**src/rtl/core/fbh_pkg.sv**
```systemverilog
// Shared types and constants for the fixed-bin histogram engine.
// No dependencies; imported by the controller, datapath and top level.
package fbh_pkg;

	// configuration port
	localparam int CFG_IDX_W  = 2;
	localparam int CFG_DATA_W = 32;
	localparam logic [CFG_IDX_W-1:0] CFG_MIN_VALUE   = 2'd0;
	localparam logic [CFG_IDX_W-1:0] CFG_BIN_SIZE    = 2'd1;
	localparam logic [CFG_IDX_W-1:0] CFG_BINS_IN_USE = 2'd2;

	// field widths
	localparam int SAMPLE_W = 32;
	localparam int SIZE_W   = 31;
	localparam int BINS_W   = 7;
	localparam int QIDX_W   = 6;
	localparam int HIT_W    = 6;
	localparam int CUM_W    = 32;
	localparam int PCT_W    = 7;
	localparam int QUOT_W   = 7;

	// stream packing
	localparam int IN_DATA_W  = 40;
	localparam int IN_USER_W  = 1;
	localparam int OUT_DATA_W = 48;
	localparam int OUT_PAD_W  = OUT_DATA_W - HIT_W - CUM_W - PCT_W;

	// register reset values
	localparam logic [SAMPLE_W-1:0] MIN_RESET  = 32'd0;
	localparam logic [SIZE_W-1:0]   SIZE_RESET = 31'd65536;
	localparam logic [BINS_W-1:0]   BINS_RESET = 7'd16;

	localparam logic [PCT_W-1:0] PCT_FULL = 7'd100;

	localparam logic OP_ADD   = 1'b0;
	localparam logic OP_QUERY = 1'b1;

	typedef enum logic [3:0] {
		ST_CLEAR,
		ST_IDLE,
		ST_SPAN,
		ST_CLASS,
		ST_DIV,
		ST_DIV_END,
		ST_RD,
		ST_WR,
		ST_WALK,
		ST_DRAIN,
		ST_MUL,
		ST_PCT_LD,
		ST_FIN
	} state_t;

	typedef struct packed {
		logic clr_wr;
		logic load_in;
		logic load_span;
		logic classify;
		logic div_step;
		logic div_done;
		logic wr_bin;
		logic walk_rd;
		logic load_sum100;
		logic div_load_pct;
		logic out_load;
	} cmd_t;

	typedef struct packed {
		logic op_query_in;
		logic op_query;
		logic need_div;
		logic div_last;
		logic walk_end;
		logic clear_last;
		logic out_free;
	} sts_t;

endpackage

```
**src/rtl/core/fbh_ram.sv**
```systemverilog
// Generic single-write, single-read RAM with registered read data.
// No dependencies.
module fbh_ram #(
	parameter int WIDTH = 8,
	parameter int DEPTH = 16
) (
	input  logic                     clk,
	input  logic                     we,
	input  logic [$clog2(DEPTH)-1:0] waddr,
	input  logic [WIDTH-1:0]         wdata,
	input  logic [$clog2(DEPTH)-1:0] raddr,
	output logic [WIDTH-1:0]         rdata
);

	logic [WIDTH-1:0] mem [DEPTH];
	logic [WIDTH-1:0] rdata_q;

	always_ff @(posedge clk) begin
		if (we) begin
			mem[waddr] <= wdata;
		end
		rdata_q <= mem[raddr];
	end

	assign rdata = rdata_q;

endmodule

```
**src/rtl/core/fbh_ctrl.sv**
```systemverilog
// Sequencer for the histogram engine: clear pass, add and query flows.
// Depends on fbh_pkg (state_t, cmd_t, sts_t).
module fbh_ctrl import fbh_pkg::*; (
	input  logic clk,
	input  logic arst_n,
	input  logic in_valid,
	output logic in_ready,
	input  sts_t sts,
	output cmd_t cmd
);

	state_t state_q, state_d;

	always_ff @(posedge clk or negedge arst_n) begin
		if (!arst_n) begin
			state_q <= ST_CLEAR;
		end else begin
			state_q <= state_d;
		end
	end

	always_comb begin
		state_d  = state_q;
		cmd      = '0;
		in_ready = 1'b0;
		unique case (state_q)
			ST_CLEAR: begin
				cmd.clr_wr = 1'b1;
				if (sts.clear_last) begin
					state_d = ST_IDLE;
				end
			end
			ST_IDLE: begin
				in_ready = 1'b1;
				if (in_valid) begin
					cmd.load_in = 1'b1;
					state_d = sts.op_query_in ? ST_WALK : ST_SPAN;
				end
			end
			ST_SPAN: begin
				cmd.load_span = 1'b1;
				state_d = ST_CLASS;
			end
			ST_CLASS: begin
				cmd.classify = 1'b1;
				state_d = sts.need_div ? ST_DIV : ST_RD;
			end
			ST_DIV: begin
				cmd.div_step = 1'b1;
				if (sts.div_last) begin
					state_d = ST_DIV_END;
				end
			end
			ST_DIV_END: begin
				cmd.div_done = 1'b1;
				state_d = sts.op_query ? ST_FIN : ST_RD;
			end
			// bin address is on the RAM read port; data arrives in ST_WR
			ST_RD: begin
				state_d = ST_WR;
			end
			ST_WR: begin
				cmd.wr_bin = 1'b1;
				state_d = ST_FIN;
			end
			ST_WALK: begin
				cmd.walk_rd = 1'b1;
				if (sts.walk_end) begin
					state_d = ST_DRAIN;
				end
			end
			// last bin read lands in the accumulator here
			ST_DRAIN: begin
				state_d = ST_MUL;
			end
			ST_MUL: begin
				cmd.load_sum100 = 1'b1;
				state_d = ST_PCT_LD;
			end
			ST_PCT_LD: begin
				cmd.div_load_pct = 1'b1;
				state_d = ST_DIV;
			end
			ST_FIN: begin
				if (sts.out_free) begin
					cmd.out_load = 1'b1;
					state_d = ST_IDLE;
				end
			end
			default: begin
				state_d = ST_IDLE;
			end
		endcase
	end

endmodule

```
**src/rtl/core/fbh_dp.sv**
```systemverilog
// Datapath: config registers, bin classifier, shared restoring divider,
// bin count RAM with walk accumulator, sample total and result register.
// Depends on fbh_pkg and fbh_ram.
module fbh_dp import fbh_pkg::*; #(
	parameter int MAX_BINS    = 64,
	parameter int COUNT_WIDTH = 32
) (
	input  logic                  clk,
	input  logic                  arst_n,
	input  logic                  cfg_we,
	input  logic [CFG_IDX_W-1:0]  cfg_index,
	input  logic [CFG_DATA_W-1:0] cfg_data,
	input  logic [IN_DATA_W-1:0]  in_data,
	input  logic [IN_USER_W-1:0]  in_user,
	output logic                  out_valid,
	input  logic                  out_ready,
	output logic [OUT_DATA_W-1:0] out_data,
	input  cmd_t                  cmd,
	output sts_t                  sts
);

	localparam int BW     = $clog2(MAX_BINS);
	localparam int BINW   = (BW > BINS_W) ? BW : BINS_W;
	localparam int XW     = (COUNT_WIDTH + QUOT_W > 38) ? COUNT_WIDTH + QUOT_W : 38;
	localparam int XCW    = (COUNT_WIDTH > CUM_W) ? COUNT_WIDTH : CUM_W;
	localparam int SPAN_W = BINS_W + SIZE_W;
	localparam int STEP_W = $clog2(QUOT_W);

	function automatic logic [COUNT_WIDTH-1:0] sat_inc(input logic [COUNT_WIDTH-1:0] c);
		return (&c) ? c : c + COUNT_WIDTH'(1);
	endfunction

	// configuration
	logic [SAMPLE_W-1:0] min_q;
	logic [SIZE_W-1:0]   size_q;
	logic [BINS_W-1:0]   bins_q;

	always_ff @(posedge clk or negedge arst_n) begin
		if (!arst_n) begin
			min_q  <= MIN_RESET;
			size_q <= SIZE_RESET;
			bins_q <= BINS_RESET;
		end else if (cfg_we) begin
			unique case (cfg_index)
				CFG_MIN_VALUE:   min_q  <= cfg_data[SAMPLE_W-1:0];
				CFG_BIN_SIZE:    size_q <= cfg_data[SIZE_W-1:0];
				CFG_BINS_IN_USE: bins_q <= cfg_data[BINS_W-1:0];
				default: ;
			endcase
		end
	end

	logic [BINS_W-1:0] n_eff;
	logic [BINS_W-1:0] last_bin;
	logic [SIZE_W-1:0] size_eff;

	always_comb begin
		if (bins_q < BINS_W'(2)) begin
			n_eff = BINS_W'(2);
		end else if (int'(bins_q) > MAX_BINS) begin
			n_eff = BINS_W'(MAX_BINS);
		end else begin
			n_eff = bins_q;
		end
	end

	assign last_bin = n_eff - BINS_W'(1);
	assign size_eff = (size_q == '0) ? SIZE_W'(1) : size_q;

	// input unpack
	logic [SAMPLE_W-1:0] in_sample;
	logic [QIDX_W-1:0]   in_qidx;

	assign in_sample = in_data[SAMPLE_W-1:0];
	assign in_qidx   = in_data[SAMPLE_W+QIDX_W-1:SAMPLE_W];

	// item registers
	logic              opq_q;
	logic [SAMPLE_W:0] diff_q;
	logic [BINS_W-1:0] lim_q;
	logic [SPAN_W-1:0] span_q;
	logic [BINW-1:0]   bin_q;
	logic [BINW-1:0]   walk_q;
	logic              rd_pend_s1;

	// divider
	logic [XW-1:0]     rem_q, den_q, div_num, div_den, div_trial;
	logic [QUOT_W-1:0] quo_q;
	logic [STEP_W-1:0] step_q;
	logic              ovf_q;
	logic              div_load;

	// accumulation and results
	logic [COUNT_WIDTH-1:0] acc_q, total_q;
	logic [COUNT_WIDTH:0]   acc_sum;
	logic [XW-1:0]          sum100_q;
	logic [PCT_W-1:0]       pct_q;
	logic [XCW-1:0]         acc_x;
	logic [CUM_W-1:0]       cnt32;
	logic                   out_valid_q;
	logic [OUT_DATA_W-1:0]  out_data_q;

	// RAM ports
	logic                   ram_we;
	logic [BW-1:0]          ram_waddr, ram_raddr;
	logic [COUNT_WIDTH-1:0] ram_wdata, ram_rdata;

	logic             below_min, at_span;
	logic [SAMPLE_W-1:0] offset;

	assign below_min = diff_q[SAMPLE_W];
	assign offset    = diff_q[SAMPLE_W-1:0];
	assign at_span   = SPAN_W'(offset) >= span_q;

	assign div_load  = cmd.classify | cmd.div_load_pct;
	assign div_num   = cmd.classify ? XW'(offset) : sum100_q;
	assign div_den   = cmd.classify ? XW'(size_eff) : XW'(total_q);
	assign div_trial = den_q << step_q;

	assign acc_sum = {1'b0, acc_q} + {1'b0, ram_rdata};
	assign acc_x   = XCW'(acc_q);
	assign cnt32   = (acc_x > XCW'(32'hFFFF_FFFF)) ? '1 : acc_x[CUM_W-1:0];

	// control registers
	always_ff @(posedge clk or negedge arst_n) begin
		if (!arst_n) begin
			walk_q      <= '0;
			rd_pend_s1  <= 1'b0;
			total_q     <= '0;
			out_valid_q <= 1'b0;
		end else begin
			rd_pend_s1 <= cmd.walk_rd;
			if (cmd.load_in) begin
				walk_q <= '0;
			end else if (cmd.clr_wr || cmd.walk_rd) begin
				walk_q <= walk_q + BINW'(1);
			end
			if (cmd.wr_bin) begin
				total_q <= sat_inc(total_q);
			end
			if (cmd.out_load) begin
				out_valid_q <= 1'b1;
			end else if (out_ready) begin
				out_valid_q <= 1'b0;
			end
		end
	end

	// payload registers
	always_ff @(posedge clk) begin
		if (cmd.load_in) begin
			opq_q  <= (in_user[0] == OP_QUERY);
			diff_q <= {in_sample[SAMPLE_W-1], in_sample} - {min_q[SAMPLE_W-1], min_q};
			lim_q  <= ({1'b0, in_qidx} > last_bin) ? last_bin : {1'b0, in_qidx};
			acc_q  <= '0;
		end else if (rd_pend_s1) begin
			acc_q <= acc_sum[COUNT_WIDTH] ? '1 : acc_sum[COUNT_WIDTH-1:0];
		end

		if (cmd.load_span) begin
			span_q <= SPAN_W'(n_eff - BINS_W'(2)) * SPAN_W'(size_eff);
		end

		if (cmd.classify) begin
			bin_q <= below_min ? '0 : BINW'(last_bin);
		end else if (cmd.div_done && !opq_q) begin
			bin_q <= BINW'(quo_q) + BINW'(1);
		end

		if (div_load) begin
			rem_q  <= div_num;
			den_q  <= div_den;
			quo_q  <= '0;
			step_q <= STEP_W'(QUOT_W - 1);
			// quotient would not fit the QUOT_W-bit quotient register
			ovf_q  <= div_num >= (div_den << QUOT_W);
		end else if (cmd.div_step) begin
			if (rem_q >= div_trial) begin
				rem_q         <= rem_q - div_trial;
				quo_q[step_q] <= 1'b1;
			end
			step_q <= step_q - STEP_W'(1);
		end

		if (cmd.load_sum100) begin
			sum100_q <= (XW'(acc_q) << 6) + (XW'(acc_q) << 5) + (XW'(acc_q) << 2);
		end

		if (cmd.div_done && opq_q) begin
			if (total_q == '0) begin
				pct_q <= '0;
			end else if (ovf_q || quo_q > PCT_FULL) begin
				pct_q <= PCT_FULL;
			end else begin
				pct_q <= quo_q;
			end
		end

		if (cmd.out_load) begin
			if (opq_q) begin
				out_data_q <= {{OUT_PAD_W{1'b0}}, pct_q, cnt32, {HIT_W{1'b0}}};
			end else begin
				out_data_q <= {{(OUT_DATA_W-HIT_W){1'b0}}, bin_q[HIT_W-1:0]};
			end
		end
	end

	// bin store
	assign ram_we    = cmd.clr_wr | cmd.wr_bin;
	assign ram_waddr = cmd.clr_wr ? walk_q[BW-1:0] : bin_q[BW-1:0];
	assign ram_wdata = cmd.clr_wr ? '0 : sat_inc(ram_rdata);
	assign ram_raddr = cmd.walk_rd ? walk_q[BW-1:0] : bin_q[BW-1:0];

	fbh_ram #(
		.WIDTH (COUNT_WIDTH),
		.DEPTH (MAX_BINS)
	) u_bins (
		.clk   (clk),
		.we    (ram_we),
		.waddr (ram_waddr),
		.wdata (ram_wdata),
		.raddr (ram_raddr),
		.rdata (ram_rdata)
	);

	// status
	assign sts.op_query_in = (in_user[0] == OP_QUERY);
	assign sts.op_query    = opq_q;
	assign sts.need_div    = !below_min && !at_span;
	assign sts.div_last    = (step_q == '0);
	assign sts.walk_end    = (walk_q == BINW'(lim_q));
	assign sts.clear_last  = (walk_q == BINW'(MAX_BINS - 1));
	assign sts.out_free    = !out_valid_q || out_ready;

	assign out_valid = out_valid_q;
	assign out_data  = out_data_q;

endmodule

```
**src/rtl/core/fixed_bin_histogram.sv**
```systemverilog
// Top level of the fixed-bin histogram engine: sequencer plus datapath.
// Depends on fbh_pkg, fbh_ctrl, fbh_dp (which holds fbh_ram).
//
// channel   dir  handshake            payload
// s_*       in   s_tvalid/s_tready    s_tuser: opcode; s_tdata: sample_value, query_index
// m_*       out  m_tvalid/m_tready    m_tdata: bin_hit, cumulative_count, percentage
// cfg_*     in   cfg_we               cfg_index, cfg_data
//
// Add: an edge-bin sample is classified directly, a regular-bin sample through the
// 7-step divider. Query: bins 0 to query_index (clamped to the last bin in use) are
// summed, one RAM read per bin, then the divider forms the percentage. One request
// in flight; the result register lets the next request in while the result waits.
// After reset a clearing pass writes every bin before s_tready rises.
module fixed_bin_histogram import fbh_pkg::*; #(
	parameter int MAX_BINS    = 64,
	parameter int COUNT_WIDTH = 32
) (
	input  logic                  clk,
	input  logic                  arst_n,
	input  logic                  s_tvalid,
	output logic                  s_tready,
	input  logic [IN_DATA_W-1:0]  s_tdata,   // [31:0] sample_value, [37:32] query_index
	input  logic [IN_USER_W-1:0]  s_tuser,   // [0] opcode
	output logic                  m_tvalid,
	input  logic                  m_tready,
	output logic [OUT_DATA_W-1:0] m_tdata,   // [5:0] bin_hit, [37:6] cumulative_count,
	                                         // [44:38] percentage
	input  logic                  cfg_we,
	input  logic [CFG_IDX_W-1:0]  cfg_index,
	input  logic [CFG_DATA_W-1:0] cfg_data
);

	cmd_t cmd;
	sts_t sts;

	fbh_ctrl u_ctrl (
		.clk      (clk),
		.arst_n   (arst_n),
		.in_valid (s_tvalid),
		.in_ready (s_tready),
		.sts      (sts),
		.cmd      (cmd)
	);

	fbh_dp #(
		.MAX_BINS    (MAX_BINS),
		.COUNT_WIDTH (COUNT_WIDTH)
	) u_dp (
		.clk       (clk),
		.arst_n    (arst_n),
		.cfg_we    (cfg_we),
		.cfg_index (cfg_index),
		.cfg_data  (cfg_data),
		.in_data   (s_tdata),
		.in_user   (s_tuser),
		.out_valid (m_tvalid),
		.out_ready (m_tready),
		.out_data  (m_tdata),
		.cmd       (cmd),
		.sts       (sts)
	);

endmodule

```
**config.mk**
```make
export PLATFORM = sky130hd
export DESIGN_NAME = fixed_bin_histogram
export DESIGN_NICKNAME = d
export VERILOG_FILES = /design/src/rtl/core/fbh_pkg.sv /design/src/rtl/core/fbh_ram.sv /design/src/rtl/core/fbh_ctrl.sv /design/src/rtl/core/fbh_dp.sv /design/src/rtl/core/fixed_bin_histogram.sv
export SDC_FILE = /design/constraint.sdc
export NUM_CORES = 2
export LEC_CHECK = 0
export BUFFER_PORTS_ARGS = -buffer_cell sky130_fd_sc_hd__buf_2
export CAP_MARGIN = 30
export CORE_UTILIZATION = 25
export CTS_CLUSTER_DIAMETER = 200
export DETAILED_ROUTE_END_ITERATION = 7
export SYNTH_ARGS = -nofsm -noshare
export SYNTH_HDL_FRONTEND = slang
export SYNTH_SLANG_ARGS = --single-unit
```
**constraint.sdc**
```tcl
create_clock -name clk -period 21.3 [get_ports clk]
set_input_delay 1.065 -clock clk [delete_from_list [all_inputs] [get_ports clk]]
set_output_delay 1.065 -clock clk [all_outputs]
set_load 0.02 [all_outputs]
```
==> results.yml <==
synth:
  synth_cells: 10200
  ys.flop_type: "edfxtp_1"
  syn_area_mm2: 0.122
  syn_area_per_cell_um2: 12.0
  synth_cell_type_count: 83
  yosysTopAreaCell: "edfxtp_1"
  synth.yosys.seq_area_share_pct: 60.3
  synth.area.top_cells: "edfxtp_1 (57%), nand2_1 (7.7%), fa_1 (6.1%)"
  synth_top_area_share_pct: 56.7
  yosys_warnings: 0
  synth-edff-count: 2294
  async_flop_share_pct: 4.63
  synth_seq_cells: 2483
route:
  drc: 0
  wl_met3_um: 25800
  highest_layer: "met5"
  drt-met1-wl_um: 149000
  met2_length_um: 162000
  drt_wl_total_um: 351000
  num_vias: 80800
  first_pass_iters: 6
  via_per_inst: 4.79
  drt_iter0_drc: 7844
  wire_per_inst_um: 20.8
  drt.antenna.violating_nets: 0
placed_design:
  portBuffers: 124
  hpwlAfterDp_um: 207000
  gp_congestion: 0.859
  place_area_mm2: 0.131
floorplanning:
  start_util_pct: 25.2
  fp.dieH_um: 699
  dieArea_mm2: 0.489
  num_rows: 255
  core_area_mm2: 0.483
  dieWidth_um: 699
  ios: 130
layout:
  final_util_pct: 28.8
  register_area_mm2: 0.0733
  multi_input_area_mm2: 0.0449
  drive_above_1_share_pct: 9.04
  mostFrequentLayoutCells: "nand2_1 (2479), edfxtp_1 (2294), nand3_1 (573), inv_1 (486), fa_1 (373)"
  syn2layout_area_growth_pct: 14.5
  fin_nets: 11000
  final_common_cell: "nand2_1"
  fillers: 48900
  final_area_mm2: 0.139
clocking:
  clock-sinks: 2483
  cts-hold-fix-buffers: 0
  numCtsBuffers: 273
  clock_latency_ns: 0.91
  cts_resized: 0
  clockBufferDepth: 4
  path_clk_slew_ns: 0.07
  ctsRootBufferMaster: "clkbuf_16"
  postCtsSetupBuffers: 0
  htreeDepth: 5
  cts_tree: "yes"
timing:
  setup_tns_ns: 0
  fmax_mhz: 102
  hold_viol: 0
  rsz0062_at_grt: "no"
  relSlewSlack_pct: 24.3
  period_share_pct: 46.1
  tightest_slew_ns: 1.13
  finalSetupViolations: 0
  min_period_ns: 9.82
  skew_ns: 0.0920
  maxSlewViolCount: 0
grt:
  grt_max_degree: 154
  groute.usage.overall_pct: 13.9
  grt_pass1_vias: 78000
  grt_pass1_wl_um: 515000
  antenna_found_initial: 20
  grt-ovfl-total: 0
critical_path:
  required_ns: 21.92
  cpMostUsedCell: "fa_1"
  cp-end-kind: "flop"
  criticalPathCategory: "reg -> reg"
  cp-start-kind: "flop"
  worstPathArrival_ns: 10.43
  slowest_delay_ns: 0.84
  slowest_stage: "fa_1"
  crit_path_max_fanout: 34
  rr_worst_depth: 28
outcome:
  outcome: "completed"
min_path:
  hp-class: "in -> async"
run:
  max_cap_viol_count: 0
-- path summary, 6_finish.rpt --
check,slack [ns],to,startpoint
worst min register to register,0.50,u_dp.quo_q[6],u_dp.quo_q[6]
max in group asynchronous,19.84,u_dp.min_q[31],arst_n
worst min-delay path,0.17,u_dp.size_q[4],arst_n
min in group clk,0.40,u_dp.min_q[7],cfg_data[7]
worst max register to register,11.48,u_dp.span_q[36],u_dp.bins_q[4]
worst max-delay path,11.48,u_dp.span_q[36],u_dp.bins_q[4]
-- Yosys cell counts, types with 183 or more instances --
master / number
a311oi_1: 359
clkbuf_1: 333
o21ai_0: 199
nand2_1: 2479
edfxtp_1: 2294
nor2_1: 264
fa_1: 373
inv_1: 487
buf_2: 183
nand3_1: 575
ha_1: 347
a21oi_1: 218
and3_1: 336
-- worst max-delay path, delay by kind of cell (launching register included) --
kind,cells,cell delay [ns]
compound gates,5,0.82
flops,1,0.61
buf+inv,5,1.51
simple gates,7,1.15
xor+xnor,1,0.13
fa+ha+maj,10,5.29
-- sequential cells by signal (all words and copies together), names as in the netlist, 3 cells and up --
register / flops
u_dp.u_bins.rdata: 32
u_dp.u_bins.mem: 2048
u_dp.bins_q: 7
u_dp.total_q: 32
u_dp.span_q: 38
u_dp.walk_q: 7
u_dp.quo_q: 7
u_dp.lim_q: 7
u_dp.acc_q: 32
u_dp.sum100_q: 37
u_dp.bin_q: 6
u_dp.diff_q: 33
u_dp.rem_q: 39
u_ctrl.state_q: 4
u_dp.out_data: 45
u_dp.den_q: 32
u_dp.step_q: 3
u_dp.min_q: 32
u_dp.size_q: 31
u_dp.pct_q: 7
-- kinds of logic (layout without fill, tap and decap cells) --
family	count (synthesis)	count (layout)	share of synthesized area [%]
muxes	147	147	1.52
xor gates and xnor gates	229	229	1.65
DFF	2483	2483	60.3
AOI/OAI and AO/OA	1384	1384	8.18
adders and majority gates	720	720	9.71
and+or+nand+nor	4114	4114	15.0
other	2	50	0.00618
buffers and inverters	1079	1319	3.71
-- routing by layer --
layer,vias to the layer above,track usage [%]
met5,-,0
met4,2,4.90
met3,522,2.22
met2,2849,22.5
met1,40700,18.8
li1,36700,-
-- metrics by stage --
step | setup WS (ns) | cells | hold slack [ns]
after detailed placement | 11.64 | 16400 | 0.488
after global routing | 11.04 | 16900 | 0.188
final | 11.48 | 16900 | 0.171
after global placement | 11.68 | 16400 | 0.486
after CTS | 11.56 | 16900 | 0.146
after floorplan | 11.76 | 10200 | 0.443
-- cell type report --
cell class,instances,share of cell area [%]
repair buffers,355,1.87
clock inverters,124,0.861
multi-input cells,6629,32.3
clock buffers,350,5.25
diodes,15,0.0270
flip-flops and latches,2483,52.6
well taps,6425,5.78
inverters,490,1.32
Power is left out: the tool's default activity adds up to more than one toggle a clock period on the data nets, which glitch-free logic cannot reach.
